File: config.mk
export PLATFORM = sky130hd
export DESIGN_NAME = telecontrol_master_frame_builder
export DESIGN_NICKNAME = d
export VERILOG_FILES = /design/src/hdl/tfb_pkg.sv /design/src/hdl/telecontrol_master_frame_builder.sv /design/src/hdl/tfb_front.sv /design/src/hdl/tfb_queue.sv /design/src/hdl/tfb_back.sv
export VERILOG_INCLUDE_DIRS = /design/src /design/src/hdl
export SDC_FILE = /design/constraint.sdc
export NUM_CORES = 1
export LEC_CHECK = 0
export ABC_AREA = 1
export BUFFER_PORTS_ARGS = -buffer_cell sky130_fd_sc_hd__clkbuf_2
export CAP_MARGIN = 20
export CELL_PAD_IN_SITES_DETAIL_PLACEMENT = 0
export CELL_PAD_IN_SITES_GLOBAL_PLACEMENT = 1
export CORE_ASPECT_RATIO = 1.4
export CORE_MARGIN = 2
export CORE_UTILIZATION = 40
export DETAILED_ROUTE_END_ITERATION = 12
export HOLD_SLACK_MARGIN = 0.08
export PLACE_DENSITY_LB_ADDON = 0.08
export SYNTH_ARGS = -nofsm -noshare
export SYNTH_HDL_FRONTEND = slang
export SYNTH_HIERARCHICAL = 1
export SYNTH_SLANG_ARGS = --single-unit
File: constraint.sdc
create_clock -name i_clk -period 17.8 [get_ports i_clk]
set_input_delay 1.78 -clock i_clk [delete_from_list [all_inputs] [get_ports i_clk]]
set_output_delay 1.78 -clock i_clk [all_outputs]
set_load 0.03 [all_outputs]
File: src/hdl/assert_macros.svh
// Assertion macros shared by the frame builder modules.
// Define NO_ASSERTIONS to compile the checks out.
`ifndef ASSERT_MACROS_SVH
`define ASSERT_MACROS_SVH
`ifndef NO_ASSERTIONS
// A condition that must hold at every clock edge outside reset.
`define TFB_ASSERT(lbl, clk, rst_n, expr) \
    lbl: assert property (@(posedge clk) disable iff (!rst_n) (expr)) \
        else $error("frame builder check failed");
// A condition that must hold in the cycle after its trigger.
`define TFB_ASSERT_NEXT(lbl, clk, rst_n, ante, cons) \
    lbl: assert property (@(posedge clk) disable iff (!rst_n) (ante) |=> (cons)) \
        else $error("frame builder check failed");
`else
`define TFB_ASSERT(lbl, clk, rst_n, expr)
`define TFB_ASSERT_NEXT(lbl, clk, rst_n, ante, cons)
`endif
`endif

File: src/hdl/tfb_pkg.sv
// Package of the telecontrol frame builder: request codes, frame constants
// and the frame descriptor type. No dependencies.
`timescale 1ns / 1ps

package tfb_pkg;

    // Number of stations that keep a frame count bit.
    localparam int STATIONS = 16;

    // Largest link user data length (control field through last ASDU byte).
    localparam int BODY_MAX = 15;

    // Frames buffered between the request decoder and the serializer.
    localparam int QUEUE_DEPTH = 2;

    // Request codes.
    localparam logic [3:0] REQ_LINK_STAT = 4'd0;
    localparam logic [3:0] REQ_RESET     = 4'd1;
    localparam logic [3:0] REQ_CLASS1    = 4'd2;
    localparam logic [3:0] REQ_CLASS2    = 4'd3;
    localparam logic [3:0] REQ_GI        = 4'd4;
    localparam logic [3:0] REQ_COUNTER   = 4'd5;
    localparam logic [3:0] REQ_CLOCK     = 4'd6;
    localparam logic [3:0] REQ_DOUBLE    = 4'd7;
    localparam logic [3:0] REQ_STEP      = 4'd8;
    localparam logic [3:0] REQ_SP_NORM   = 4'd9;
    localparam logic [3:0] REQ_SP_SCALED = 4'd10;
    localparam logic [3:0] REQ_PARAM     = 4'd11;
    localparam logic [3:0] REQ_EXECUTE   = 4'd12;

    // Frame delimiters.
    localparam logic [7:0] FT_FIXED_START = 8'h10;
    localparam logic [7:0] FT_VAR_START   = 8'h68;
    localparam logic [7:0] FT_END         = 8'h16;

    // Control field codes.
    localparam logic [7:0] CTRL_LINK_STAT = 8'h49;
    localparam logic [7:0] CTRL_RESET     = 8'h40;
    localparam logic [7:0] CTRL_CLASS1    = 8'h5A;
    localparam logic [7:0] CTRL_CLASS2    = 8'h5B;
    localparam logic [7:0] CTRL_USER      = 8'h53;
    localparam logic [7:0] CTRL_BCAST     = 8'h44;
    localparam logic [7:0] FCB_BIT        = 8'h20;
    localparam logic [7:0] ADDR_BCAST     = 8'hFF;

    // ASDU header codes.
    localparam logic [7:0] VSQ_ONE     = 8'h01;
    localparam logic [7:0] VSQ_GI      = 8'h81;
    localparam logic [7:0] COT_ACT     = 8'h06;
    localparam logic [7:0] QOI_STATION = 8'd20;
    localparam logic [7:0] QCC_GENERAL = 8'h41;
    localparam logic [7:0] QUAL_MASK   = 8'h3F;

    // Type identifiers.
    localparam logic [7:0] TI_GI        = 8'd100;
    localparam logic [7:0] TI_COUNTER   = 8'd101;
    localparam logic [7:0] TI_CLOCK     = 8'd103;
    localparam logic [7:0] TI_DOUBLE    = 8'd46;
    localparam logic [7:0] TI_STEP      = 8'd47;
    localparam logic [7:0] TI_SP_NORM   = 8'd48;
    localparam logic [7:0] TI_SP_SCALED = 8'd49;
    localparam logic [7:0] TI_PARAM     = 8'd110;

    // Link user data lengths.
    localparam logic [3:0] LEN_FIXED = 4'd2;
    localparam logic [3:0] LEN_SHORT = 4'd9;
    localparam logic [3:0] LEN_LONG  = 4'd11;
    localparam logic [3:0] LEN_CLOCK = 4'd15;

    // One frame as handed from the decoder to the serializer. For a fixed
    // frame the body holds the control and address bytes.
    typedef struct packed {
        logic                     is_var;
        logic [3:0]               len;
        logic [BODY_MAX-1:0][7:0] body;
    } t_frame;

endpackage

File: src/hdl/telecontrol_master_frame_builder.sv
// A taken request is registered in the queue; its first byte then goes through the output register.
// One byte per cycle while pop is held; a frame is 5, 15, 17 or 21 bytes, set by the decoder.
// A request is taken every cycle until the two-frame queue fills; then as the serializer frees one.
// Reset is synchronous, active low: clears config, frame count bits, command flag, queue, serializer.
// The stored command payload is not reset; execute before any stored command sends no frame.
`timescale 1ns / 1ps

module telecontrol_master_frame_builder (
    input  logic        i_clk,
    input  logic        i_rst_n,
    input  logic        i_cfg_we,
    input  logic        i_cfg_wdata,
    input  logic        push,
    output logic        full,
    input  logic [3:0]  i_req_type,
    input  logic [3:0]  i_station,
    input  logic [7:0]  i_target_station,
    input  logic [15:0] i_info_address,
    input  logic [15:0] i_value,
    input  logic [6:0]  i_qualifier,
    input  logic        i_select,
    input  logic [29:0] i_date_time,
    output logic        empty,
    input  logic        pop,
    output logic [7:0]  o_frame_byte,
    output logic        o_last
);

    logic            q_push;
    logic            q_pop;
    logic            q_full;
    logic            q_valid;
    tfb_pkg::t_frame q_in;
    tfb_pkg::t_frame q_out;

    assign full = q_full;

    // Request decoder.
    tfb_front u_front (
        .i_clk            (i_clk),
        .i_rst_n          (i_rst_n),
        .i_cfg_we         (i_cfg_we),
        .i_cfg_wdata      (i_cfg_wdata),
        .i_push           (push),
        .i_req_type       (i_req_type),
        .i_station        (i_station),
        .i_target_station (i_target_station),
        .i_info_address   (i_info_address),
        .i_value          (i_value),
        .i_qualifier      (i_qualifier),
        .i_select         (i_select),
        .i_date_time      (i_date_time),
        .i_q_full         (q_full),
        .o_q_push         (q_push),
        .o_q_frame        (q_in)
    );

    // Frame queue.
    tfb_queue u_queue (
        .i_clk   (i_clk),
        .i_rst_n (i_rst_n),
        .i_push  (q_push),
        .i_frame (q_in),
        .i_pop   (q_pop),
        .o_full  (q_full),
        .o_valid (q_valid),
        .o_frame (q_out)
    );

    // Byte serializer.
    tfb_back u_back (
        .i_clk        (i_clk),
        .i_rst_n      (i_rst_n),
        .i_q_valid    (q_valid),
        .i_q_frame    (q_out),
        .o_q_pop      (q_pop),
        .i_pop        (pop),
        .o_empty      (empty),
        .o_frame_byte (o_frame_byte),
        .o_last       (o_last)
    );

endmodule

File: src/hdl/tfb_front.sv
// Request decoder of the frame builder: keeps the frame count bits and the
// stored command, and turns requests into frame descriptors. Uses tfb_pkg.
`timescale 1ns / 1ps

module tfb_front (
    input  logic                 i_clk,
    input  logic                 i_rst_n,
    input  logic                 i_cfg_we,
    input  logic                 i_cfg_wdata,
    input  logic                 i_push,
    input  logic [3:0]           i_req_type,
    input  logic [3:0]           i_station,
    input  logic [7:0]           i_target_station,
    input  logic [15:0]          i_info_address,
    input  logic [15:0]          i_value,
    input  logic [6:0]           i_qualifier,
    input  logic                 i_select,
    input  logic [29:0]          i_date_time,
    input  logic                 i_q_full,
    output logic                 o_q_push,
    output tfb_pkg::t_frame      o_q_frame
);

    // Configuration and per-station frame count bits.
    logic                         r_bcast;
    logic [tfb_pkg::STATIONS-1:0] r_fcb;

    // Stored command; only the valid flag is reset, the payload is not.
    logic        r_cmd_valid;
    logic [7:0]  r_cmd_addr;
    logic [7:0]  r_cmd_type;
    logic [15:0] r_cmd_ioa;
    logic [15:0] r_cmd_val;
    logic [7:0]  r_cmd_qual;
    logic        r_cmd_long;

    logic [7:0]  n_cmd_addr;
    logic [7:0]  n_cmd_type;
    logic [7:0]  n_cmd_qual;
    logic        n_cmd_long;

    logic            accept;
    logic            st_ok;
    logic            fcb_now;
    logic            fcb_tog;
    logic [7:0]      st8;
    logic [7:0]      ctrl_user;
    logic            has_frame;
    logic            toggle;
    logic            store;
    tfb_pkg::t_frame frame;

    // Fills the six-byte head: control, address, type, VSQ, cause, common address.
    function automatic tfb_pkg::t_frame set_head(input logic [7:0] ctrl,
                                                 input logic [7:0] addr,
                                                 input logic [7:0] ti,
                                                 input logic [7:0] vsq,
                                                 input logic [3:0] len);
        tfb_pkg::t_frame f;
        f         = '0;
        f.is_var  = 1'b1;
        f.len     = len;
        f.body[0] = ctrl;
        f.body[1] = addr;
        f.body[2] = ti;
        f.body[3] = vsq;
        f.body[4] = tfb_pkg::COT_ACT;
        f.body[5] = addr;
        return f;
    endfunction

    // Fixed frame: control and address only.
    function automatic tfb_pkg::t_frame set_fixed(input logic [7:0] ctrl,
                                                  input logic [7:0] addr);
        tfb_pkg::t_frame f;
        f         = '0;
        f.len     = tfb_pkg::LEN_FIXED;
        f.body[0] = ctrl;
        f.body[1] = addr;
        return f;
    endfunction

    assign accept    = i_push && !i_q_full;
    assign st_ok     = (32'(i_station) < tfb_pkg::STATIONS);
    assign fcb_now   = st_ok && r_fcb[i_station];
    assign fcb_tog   = st_ok && !r_fcb[i_station];
    assign st8       = {4'd0, i_station};
    assign ctrl_user = tfb_pkg::CTRL_USER | (fcb_tog ? tfb_pkg::FCB_BIT : 8'h00);

    // Decode the request into a frame and its side effects.
    always_comb begin
        frame      = '0;
        has_frame  = 1'b0;
        toggle     = 1'b0;
        store      = 1'b0;
        n_cmd_addr = r_cmd_addr;
        n_cmd_type = r_cmd_type;
        n_cmd_qual = r_cmd_qual;
        n_cmd_long = r_cmd_long;
        case (i_req_type)
            tfb_pkg::REQ_LINK_STAT: begin
                has_frame = 1'b1;
                frame = set_fixed(tfb_pkg::CTRL_LINK_STAT |
                                  (fcb_now ? tfb_pkg::FCB_BIT : 8'h00), st8);
            end
            tfb_pkg::REQ_RESET: begin
                has_frame = 1'b1;
                frame = set_fixed(tfb_pkg::CTRL_RESET, st8);
            end
            tfb_pkg::REQ_CLASS1, tfb_pkg::REQ_CLASS2: begin
                has_frame = 1'b1;
                toggle    = 1'b1;
                frame = set_fixed(((i_req_type == tfb_pkg::REQ_CLASS1) ?
                                   tfb_pkg::CTRL_CLASS1 : tfb_pkg::CTRL_CLASS2) |
                                  (fcb_tog ? tfb_pkg::FCB_BIT : 8'h00), st8);
            end
            tfb_pkg::REQ_GI: begin
                has_frame = 1'b1;
                toggle    = 1'b1;
                frame = set_head(ctrl_user, st8, tfb_pkg::TI_GI, tfb_pkg::VSQ_GI,
                                 tfb_pkg::LEN_SHORT);
                frame.body[8] = tfb_pkg::QOI_STATION;
            end
            tfb_pkg::REQ_COUNTER: begin
                has_frame = 1'b1;
                toggle    = 1'b1;
                frame = set_head(ctrl_user, st8, tfb_pkg::TI_COUNTER,
                                 tfb_pkg::VSQ_ONE, tfb_pkg::LEN_SHORT);
                frame.body[8] = tfb_pkg::QCC_GENERAL;
            end
            tfb_pkg::REQ_CLOCK: begin
                has_frame = 1'b1;
                if (r_bcast) begin
                    frame = set_head(tfb_pkg::CTRL_BCAST, tfb_pkg::ADDR_BCAST,
                                     tfb_pkg::TI_CLOCK, tfb_pkg::VSQ_ONE,
                                     tfb_pkg::LEN_CLOCK);
                end else begin
                    toggle = 1'b1;
                    frame = set_head(ctrl_user, st8, tfb_pkg::TI_CLOCK,
                                     tfb_pkg::VSQ_ONE, tfb_pkg::LEN_CLOCK);
                end
                frame.body[8]  = i_value[7:0];
                frame.body[9]  = i_value[15:8];
                frame.body[10] = {2'b00, i_date_time[5:0]};
                frame.body[11] = {3'b000, i_date_time[10:6]};
                frame.body[12] = {i_date_time[18:16], i_date_time[15:11]};
                frame.body[13] = {4'b0000, i_date_time[22:19]};
                frame.body[14] = {1'b0, i_date_time[29:23]};
            end
            tfb_pkg::REQ_DOUBLE, tfb_pkg::REQ_STEP: begin
                has_frame  = 1'b1;
                toggle     = 1'b1;
                store      = 1'b1;
                n_cmd_addr = i_target_station;
                n_cmd_type = (i_req_type == tfb_pkg::REQ_DOUBLE) ?
                             tfb_pkg::TI_DOUBLE : tfb_pkg::TI_STEP;
                n_cmd_qual = {i_select, i_qualifier};
                n_cmd_long = 1'b0;
                frame = set_head(ctrl_user, i_target_station, n_cmd_type,
                                 tfb_pkg::VSQ_ONE, tfb_pkg::LEN_SHORT);
                frame.body[6] = i_info_address[7:0];
                frame.body[7] = i_info_address[15:8];
                frame.body[8] = n_cmd_qual;
            end
            tfb_pkg::REQ_SP_NORM, tfb_pkg::REQ_SP_SCALED, tfb_pkg::REQ_PARAM: begin
                has_frame  = 1'b1;
                toggle     = 1'b1;
                store      = 1'b1;
                n_cmd_addr = st8;
                n_cmd_long = 1'b1;
                if (i_req_type == tfb_pkg::REQ_PARAM) begin
                    n_cmd_type = tfb_pkg::TI_PARAM;
                    n_cmd_qual = {1'b0, i_qualifier};
                end else begin
                    n_cmd_type = (i_req_type == tfb_pkg::REQ_SP_NORM) ?
                                 tfb_pkg::TI_SP_NORM : tfb_pkg::TI_SP_SCALED;
                    n_cmd_qual = {i_select, 7'd0};
                end
                frame = set_head(ctrl_user, st8, n_cmd_type, tfb_pkg::VSQ_ONE,
                                 tfb_pkg::LEN_LONG);
                frame.body[6]  = i_info_address[7:0];
                frame.body[7]  = i_info_address[15:8];
                frame.body[8]  = i_value[7:0];
                frame.body[9]  = i_value[15:8];
                frame.body[10] = n_cmd_qual;
            end
            tfb_pkg::REQ_EXECUTE: begin
                // Re-send the stored command with the top two qualifier bits, select among them, cleared.
                if (r_cmd_valid) begin
                    has_frame = 1'b1;
                    toggle    = 1'b1;
                    frame = set_head(ctrl_user, r_cmd_addr, r_cmd_type,
                                     tfb_pkg::VSQ_ONE,
                                     r_cmd_long ? tfb_pkg::LEN_LONG :
                                                  tfb_pkg::LEN_SHORT);
                    frame.body[6] = r_cmd_ioa[7:0];
                    frame.body[7] = r_cmd_ioa[15:8];
                    if (r_cmd_long) begin
                        frame.body[8]  = r_cmd_val[7:0];
                        frame.body[9]  = r_cmd_val[15:8];
                        frame.body[10] = r_cmd_qual & tfb_pkg::QUAL_MASK;
                    end else begin
                        frame.body[8] = r_cmd_qual & tfb_pkg::QUAL_MASK;
                    end
                end
            end
            default: begin
                has_frame = 1'b0;
            end
        endcase
    end

    assign o_q_push  = accept && has_frame;
    assign o_q_frame = frame;

    // Configuration, frame count bits and the stored command valid flag.
    always_ff @(posedge i_clk) begin
        if (!i_rst_n) begin
            r_bcast     <= 1'b0;
            r_fcb       <= '0;
            r_cmd_valid <= 1'b0;
        end else begin
            if (i_cfg_we) begin
                r_bcast <= i_cfg_wdata;
            end
            if (accept && toggle && st_ok) begin
                r_fcb[i_station] <= !r_fcb[i_station];
            end
            if (accept && store) begin
                r_cmd_valid <= 1'b1;
            end
        end
    end

    // Stored command payload.
    always_ff @(posedge i_clk) begin
        if (accept && store) begin
            r_cmd_addr <= n_cmd_addr;
            r_cmd_type <= n_cmd_type;
            r_cmd_ioa  <= i_info_address;
            r_cmd_val  <= n_cmd_long ? i_value : 16'd0;
            r_cmd_qual <= n_cmd_qual;
            r_cmd_long <= n_cmd_long;
        end
    end

endmodule

File: src/hdl/tfb_queue.sv
// Short frame queue between the request decoder and the serializer.
// Uses tfb_pkg and assert_macros.svh.
`timescale 1ns / 1ps
`include "assert_macros.svh"

module tfb_queue (
    input  logic            i_clk,
    input  logic            i_rst_n,
    input  logic            i_push,
    input  tfb_pkg::t_frame i_frame,
    input  logic            i_pop,
    output logic            o_full,
    output logic            o_valid,
    output tfb_pkg::t_frame o_frame
);

    localparam int PTR_W = $clog2(tfb_pkg::QUEUE_DEPTH);
    localparam int CNT_W = $clog2(tfb_pkg::QUEUE_DEPTH + 1);

    tfb_pkg::t_frame r_mem [tfb_pkg::QUEUE_DEPTH];
    logic [PTR_W-1:0] r_wr_ptr;
    logic [PTR_W-1:0] r_rd_ptr;
    logic [CNT_W-1:0] r_count;

    assign o_full  = (r_count == CNT_W'(tfb_pkg::QUEUE_DEPTH));
    assign o_valid = (r_count != '0);
    assign o_frame = r_mem[r_rd_ptr];

    // Wrap a pointer at the queue depth.
    function automatic logic [PTR_W-1:0] ptr_next(input logic [PTR_W-1:0] p);
        return (32'(p) == tfb_pkg::QUEUE_DEPTH - 1) ? '0 : p + 1'b1;
    endfunction

    // Pointers and fill count.
    always_ff @(posedge i_clk) begin
        if (!i_rst_n) begin
            r_wr_ptr <= '0;
            r_rd_ptr <= '0;
            r_count  <= '0;
        end else begin
            if (i_push) begin
                r_wr_ptr <= ptr_next(r_wr_ptr);
            end
            if (i_pop) begin
                r_rd_ptr <= ptr_next(r_rd_ptr);
            end
            if (i_push && !i_pop) begin
                r_count <= r_count + 1'b1;
            end else if (i_pop && !i_push) begin
                r_count <= r_count - 1'b1;
            end
        end
    end

    // Entry storage.
    always_ff @(posedge i_clk) begin
        if (i_push) begin
            r_mem[r_wr_ptr] <= i_frame;
        end
    end

    `TFB_ASSERT(a_no_push_full, i_clk, i_rst_n, !(i_push && o_full && !i_pop))
    `TFB_ASSERT(a_no_pop_empty, i_clk, i_rst_n, !(i_pop && !o_valid))
    `TFB_ASSERT_NEXT(a_count_up, i_clk, i_rst_n, i_push && !i_pop, r_count == $past(r_count) + 1'b1)

endmodule

File: src/hdl/tfb_back.sv
// Frame serializer: walks one frame descriptor a byte per cycle while the output is
// popped, adds the delimiters and the checksum, and holds the byte in an output register.
// Uses tfb_pkg and assert_macros.svh.
`timescale 1ns / 1ps
`include "assert_macros.svh"

module tfb_back (
    input  logic            i_clk,
    input  logic            i_rst_n,
    input  logic            i_q_valid,
    input  tfb_pkg::t_frame i_q_frame,
    output logic            o_q_pop,
    input  logic            i_pop,
    output logic            o_empty,
    output logic [7:0]      o_frame_byte,
    output logic            o_last
);

    logic [4:0] r_pos;
    logic [7:0] r_sum;
    logic       r_out_valid;
    logic [7:0] r_out_byte;
    logic       r_out_last;

    logic [4:0] hdr_len;
    logic [4:0] body_end;
    logic [4:0] body_off;
    logic [7:0] byte_now;
    logic       last_now;
    logic       in_body;
    logic       advance;
    logic       out_take;

    assign hdr_len  = i_q_frame.is_var ? 5'd4 : 5'd1;
    assign body_end = hdr_len + {1'b0, i_q_frame.len};
    assign body_off = r_pos - hdr_len;

    // Pick the byte at the current position of the frame.
    always_comb begin
        byte_now = tfb_pkg::FT_END;
        last_now = 1'b0;
        in_body  = 1'b0;
        if (r_pos < hdr_len) begin
            if (!i_q_frame.is_var) begin
                byte_now = tfb_pkg::FT_FIXED_START;
            end else if (r_pos == 5'd0 || r_pos == 5'd3) begin
                byte_now = tfb_pkg::FT_VAR_START;
            end else begin
                byte_now = {4'd0, i_q_frame.len};
            end
        end else if (r_pos < body_end) begin
            in_body  = 1'b1;
            byte_now = i_q_frame.body[body_off[3:0]];
        end else if (r_pos == body_end) begin
            byte_now = r_sum;
        end else begin
            byte_now = tfb_pkg::FT_END;
            last_now = 1'b1;
        end
    end

    assign out_take = i_pop && r_out_valid;
    assign advance  = i_q_valid && (!r_out_valid || i_pop);
    assign o_q_pop  = advance && last_now;

    // Position and checksum within the frame, and the output register.
    always_ff @(posedge i_clk) begin
        if (!i_rst_n) begin
            r_pos       <= '0;
            r_sum       <= '0;
            r_out_valid <= 1'b0;
        end else begin
            if (advance) begin
                r_out_valid <= 1'b1;
                if (last_now) begin
                    r_pos <= '0;
                    r_sum <= '0;
                end else begin
                    r_pos <= r_pos + 1'b1;
                    if (in_body) begin
                        r_sum <= r_sum + byte_now;
                    end
                end
            end else if (out_take) begin
                r_out_valid <= 1'b0;
            end
        end
    end

    // Output payload.
    always_ff @(posedge i_clk) begin
        if (advance) begin
            r_out_byte <= byte_now;
            r_out_last <= last_now;
        end
    end

    assign o_empty      = !r_out_valid;
    assign o_frame_byte = r_out_byte;
    assign o_last       = r_out_last;

    `TFB_ASSERT(a_last_is_end, i_clk, i_rst_n, !(r_out_valid && r_out_last) || (r_out_byte == tfb_pkg::FT_END))
    `TFB_ASSERT(a_idle_at_start, i_clk, i_rst_n, i_q_valid || (r_pos == 5'd0))
    `TFB_ASSERT(a_pos_bound, i_clk, i_rst_n, r_pos <= 5'd20)

endmodule
==> metrics.txt, run 1 <==
status completed; Worst Setup Path Type reg -> reg; final cell count without fillers 2140; Total Routing Usage GR 0.187; Worst Reg-to-Reg Cells 23; buffers added on ports 102; GPL Wtd Cong 0.795; CP required 18260 ps; final setup vio count 0; post-DP HPWL 27.8 mm; HP Class reg -> reg; Final Max Tran Viols 0; Top FF cell, synth edfxtp_1; crit-path max FO 47; layout cells sized above 1 0.230; maximum VDD drop 0.0000524 V; Via Count 10600; Initial Utilization 0.403; crit path cell chain buf_4 -> mux2_2 -> ha_1 -> nand3_1 -> nand2_1 -> xor2_1 -> ha_1 -> nand2_1 -> nor2_1 -> nand2_1 -> nand3_2 -> nor2_4 -> nand3_1 -> nand2_1 -> inv_2 -> fa_1 -> o21ai_0 -> nand2_1 -> nand2_1 -> a21oi_1 -> a21oi_1 -> o21ai_1 -> a21oi_1; synth warn 6; die width 178 µm; CP bufs+invs 2; critical-path cell with the highest stage delay dfxtp_4; Mapped Area 16900 µm²; dpl cells 2073; top-count cell post-synth edfxtp_1; number of CTS-inserted buffers 37; distinct cell type count after synthesis 54; fmax 190 MHz; core area 41900 µm²; total negative slack 0 ps; CTS tree built; hold_buf cts 0; RSZ-0062 raised after global routing no; delay-heaviest family, CP simple AND/OR/NAND/NOR gates; Remaining Overflow, GRT 0; die area 43800 µm²; H-tree levels 2; Crit. path cell count 23; register area share after synthesis 0.596; root buffer cell clkbuf_16; skew final 13.4 ps; Tmin final 5270 ps; antenna diode count 0; Gate Count Post-Synth 1478; worst slack at placement 12500 ps; ys async rst share 0; period utilisation layout 0.296; # rows 89; drc violations 0; final worst slack 12530 ps; syn_area_per_cell 11.4 µm²; PwrDens 113 nW/µm²; Slew HR 0.287; synthesized flop and latch total 347; Sink Count 347; Worst path max stage delay 870 ps; first-pass GRT wire length 61.9 mm; Final #Nets 1680; Routed Wire Length 40.5 mm; startpoint types register; Clock Path Buffers 3; final hold vios 0; Vias/cell 4.96; clock transition at the registers of the reported paths 60 ps; Synth area leader edfxtp_1; most used cell, CP nand2_1; Initial DRC Count 648; Vert. Die Dim 247 µm; Ports 103; Skew-Pair Late Insertion Delay 540 ps; Setup Fix Bufs, Post-CTS 0; number of synthesized flops with an enable pin 310; FILL cells 4084; area share of the largest cell type after synthesis 0.552; largest net degree at the start of global routing 73; P&R area growth vs syn 11.6%; post_cts resized 0; DRT antenna net count 0; TritonRoute pass-1 iters 4; initial antenna violation count 0; Area contributors post-synth edfxtp_1 55%, nand2_1 5.8%, mux2_2 5.0%; maxcap violations 0; vias in the first global route 10700; synth cell count leaders 310 x edfxtp_1, 262 x nand2_1, 160 x nor2_1; Cells on Worst Hold Path 2; Leakage 7.51 nW; WL/cell 18.9 µm; CP endpoint kind register; Arrival @ worst endpoint 5730 ps; Worst Max-Slew Pin Slew 1070 ps
## path summary, 6_finish.rpt
kind | from | to | slack [ps]
max | register | u_back/r_sum[6]$_SDFFE_PN0P_ | 12530
min | u_queue/r_rd_ptr$_SDFFE_PN0P_ | register | 500
max reg2reg | register | u_back/r_sum[6]$_SDFFE_PN0P_ | 12530
min reg2reg | u_queue/r_rd_ptr$_SDFFE_PN0P_ | register | 500
## through the flow
step / util / hold WS, ps / total power [mW] / cell area, µm²
2_1_floorplan: - / 456 / 1.28 / 16900
3_3_place_gp: 0.421 / 478 / 1.39 / 17600
3_5_place_dp: 0.421 / 485 / 1.39 / 17600
4_1_cts: 0.449 / 500 / 2.16 / 18800
5_1_grt: 0.449 / 518 / 2.24 / 18800
6_report: 0.449 / 496 / 2.13 / 18800
## flip-flops by register name (all words and copies together) (netlist names), named ones only
name,flops
u_back/r_pos,5
u_front/r_bcast,1
u_front/r_fcb,16
u_queue/r_rd_ptr,1
u_queue/r_mem,250
u_back/r_out_valid,1
u_back/o_frame_byte,8
u_front/r_cmd_type,4
u_front/r_cmd_valid,1
u_front/r_cmd_long,1
u_front/r_cmd_addr,8
u_queue/r_wr_ptr,1
u_queue/r_count,2
u_front/r_cmd_ioa,16
u_back/r_sum,8
u_back/o_last,1
u_front/r_cmd_qual,6
u_front/r_cmd_val,16
## layout make-up
| type | count | area (µm²) | area share |
|---|---|---|---|
| Clock inverter | 23 | 233 | 0.0124 |
| Timing Repair Buffer | 114 | 601 | 0.0319 |
| Multi-Input combinational cell | 905 | 5670 | 0.301 |
| Clock buffer | 44 | 962 | 0.0511 |
| Inverter | 161 | 614 | 0.0327 |
| Tap cell | 546 | 683 | 0.0363 |
| Sequential cell | 347 | 10100 | 0.534 |
## kinds of logic (layout without fill, tap and decap cells)
logic type               count (synthesis)  after routing  synth area share
flip-flops                             347            347             0.596
other                                    1             22          0.000222
AO/OA/AOI/OAI                          194            194            0.0738
buffers and inverters                  247            342            0.0731
XOR/XNOR                                 7              7           0.00364
adder cells (fa/ha/maj)                 22             22            0.0168
multiplexers                           125            125            0.0946
AND/OR/NAND/NOR                        535            535             0.142
## power breakdown
group,switching (mW),internal (mW)
clock network,0.326,0.437
registers,0.0167,0.951
logic,0.273,0.130
## cells in the final DEF (no fill, tap or decap), types with 20 or more instances in the layout
cell / n
ha_1: 20
dfxtp_1: 36
nand3_1: 55
conb_1: 22
a21oi_1: 50
mux2_4: 50
o21ai_0: 61
nand2_1: 262
mux2_2: 75
edfxtp_1: 310
clkbuf_16: 37
inv_1: 138
nor2_1: 159
clkbuf_2: 102
## per-layer routing
metal	GRT usage	part of all wire
met1	0.237	0.43
met2	0.335	0.52
met3	0.0232	0.032
met4	0.0494	0.020
met5	0	0
## worst register-to-register path: cells and delay by family (launching register included)
kind | cells | cell delay [ps]
simple gates | 11 | 1240
compound gates | 5 | 640
mux | 1 | 450
flops | 1 | 870
buf+inv | 2 | 800
fa+ha+maj | 3 | 1060
xor+xnor | 1 | 140
Note: power is estimated with default switching activity, not from simulation.
==> run 2, diff against run 1 <==
==> constraint.sdc (replaced) <==
create_clock -name i_clk -period 5.34 [get_ports i_clk]
set_input_delay 0.534 -clock i_clk [delete_from_list [all_inputs] [get_ports i_clk]]
set_output_delay 0.534 -clock i_clk [all_outputs]
set_load 0.03 [all_outputs]
==> metrics.txt, run 2 (same netlist as run 1, synthesis figures left out) <==
Clock Path Buffers 3; Vert. Die Dim 247 µm; Tmin final 4430 ps; critical-path cell with the highest stage delay a221o_1; number of CTS-inserted buffers 38; final cell count without fillers 2143; sw power 2.07 mW; Int Power 5.09 mW; clock transition at the registers of the reported paths 60 ps; WL/cell 19.3 µm; RSZ-0062 raised after global routing no; Worst Max-Slew Pin Slew 886 ps; GPL Wtd Cong 0.837; CP bufs+invs 3; Worst path max stage delay 500 ps; Ports 103; Area after DPL 17700 µm²; Final Util 0.451; period utilisation layout 0.830; most common cell after layout, fill and taps aside edfxtp_1; die width 178 µm; CP required 5800 ps; initial antenna violation count 1; Initial DRC Count 795; Worst Reg-to-Reg Cells 20; CTS tree built; Setup crit end u_back/r_sum[6]$_SDFFE_PN0P_; footprint of the multi-input gates 5670 µm²; final total power 7.17 mW; most used cell, CP nand2_1; total negative slack 0 ps; Net Sw Frac 0.290; layout cells sized above 1 0.229; fmax 226 MHz; Leakage 7.53 nW; Worst R2R End u_back/r_sum[6]$_SDFFE_PN0P_; crit path cell chain mux2_2 -> inv_1 -> ha_2 -> ha_1 -> nand2_1 -> nand2_2 -> clkinv_2 -> a221o_1 -> nand3_1 -> nand3_1 -> nand2_1 -> inv_2 -> fa_1 -> o21ai_0 -> nand2_1 -> nand2_1 -> a21oi_1 -> a21oi_1 -> o21ai_1 -> a21oi_1; reg2reg setup slack 910 ps; commonest cells after routing, fill and taps aside 310 x edfxtp_1, 262 x nand2_1, 159 x nor2_1; crit-path max FO 19; Largest Register u_queue/r_mem; startpoint types register; Remaining Overflow, GRT 0; Slew HR 0.409; largest net degree at the start of global routing 61; Initial Utilization 0.403; die area 43800 µm²; P&R area growth vs syn 11.9%; hold_buf cts 0; Logic pwr share 0.195; Total Routing Usage GR 0.190; HP Class in -> reg; drc violations 0; Worst Setup Path Type reg -> reg; Routed Wire Length 41.3 mm; skew final 19.5 ps; Crit. path cell count 20; dpl cells 2076; sequential fraction of design power 0.450; core area 41900 µm²; maxcap violations 0; Final #Nets 1684; Skew-Pair Late Insertion Delay 530 ps; post-route cell area 18900 µm²; Sink Count 347; final hold vios 0; final setup vio count 0; Arrival @ worst endpoint 4890 ps; worst slack at placement 866 ps; PwrDens 380 nW/µm²; FILL cells 4016; buffers added on ports 102; antenna diode count 0; Setup Fix Bufs, Post-CTS 0; Via Count 10700; Vias/cell 4.98; Clk pwr share 0.355; status completed; post_cts resized 0; H-tree levels 2; delay-heaviest family, CP compound AO/OA/AOI/OAI gates; number of flip-flops in the largest register 250; DRT antenna net count 0; CP endpoint kind register; Final Max Tran Viols 0; vias in the first global route 10600; final worst slack 909 ps; post-DP HPWL 28.3 mm; root buffer cell clkbuf_16; # rows 89; maximum VDD drop 0.000216 V; first-pass GRT wire length 63.0 mm; Sequential Area 10100 µm²; Fin Hold WS 203 ps; TritonRoute pass-1 iters 6
## run 2: metal layers
layer | share of wire | vias up | track usage
met1 | 0.43 | 5178 | 0.248
met2 | 0.52 | 212 | 0.336
li1 | - | 5246 | -
met5 | 0 | - | 0
met3 | 0.038 | 42 | 0.0223
met4 | 0.017 | 0 | 0.0463
## run 2: worst min path at each step
stage | start | endpoint | slack [ps] | depth (start not counted)
finish | i_info_address[12] | u_front/r_cmd_ioa[12]$_DFFE_PN_ | 200 | 1
global route | i_info_address[12] | u_front/r_cmd_ioa[12]$_DFFE_PN_ | 190 | 1
CTS | i_info_address[5] | u_front/r_cmd_ioa[5]$_DFFE_PN_ | 180 | 1
detailed placement | u_back/r_sum[5]$_SDFFE_PN0P_ | u_back/r_sum[5]$_SDFFE_PN0P_ | 490 | 2
global placement | u_queue/r_rd_ptr$_SDFFE_PN0P_ | u_queue/r_rd_ptr$_SDFFE_PN0P_ | 470 | 2
floorplan | u_back/r_sum[0]$_SDFFE_PN0P_ | u_back/r_sum[0]$_SDFFE_PN0P_ | 460 | 2
## run 2: power by group through the flow
stage / Combinational, mW / Sequential [mW] / Clock, mW
CTS: 1.42 / 3.23 / 2.62
floorplan: 0.947 / 3.31 / 0
global route: 1.55 / 3.24 / 2.72
detailed placement: 1.41 / 3.28 / 0
finish: 1.40 / 3.22 / 2.54
global placement: 1.42 / 3.28 / 0
## run 2: cell type report
class | instances | share of cell area
Clock buffer | 47 | 0.0533
Clock inverter | 20 | 0.00955
Inverter | 161 | 0.0326
Multi-Input combinational cell | 905 | 0.300
Sequential cell | 347 | 0.533
Tap cell | 546 | 0.0362
Timing Repair Buffer | 117 | 0.0350
## run 2: worst register-to-register path: stages (launching register included)
cell	delay (ps)
dfxtp_4	380
mux2_2	360
inv_1	180
ha_2	230
ha_1	160
nand2_1	70
nand2_2	340
clkinv_2	500
a221o_1	510
nand3_1	110
nand3_1	110
nand2_1	160
inv_2	50
fa_1	420
o21ai_0	250
nand2_1	110
nand2_1	70
a21oi_1	70
a21oi_1	110
o21ai_1	80
a21oi_1	120
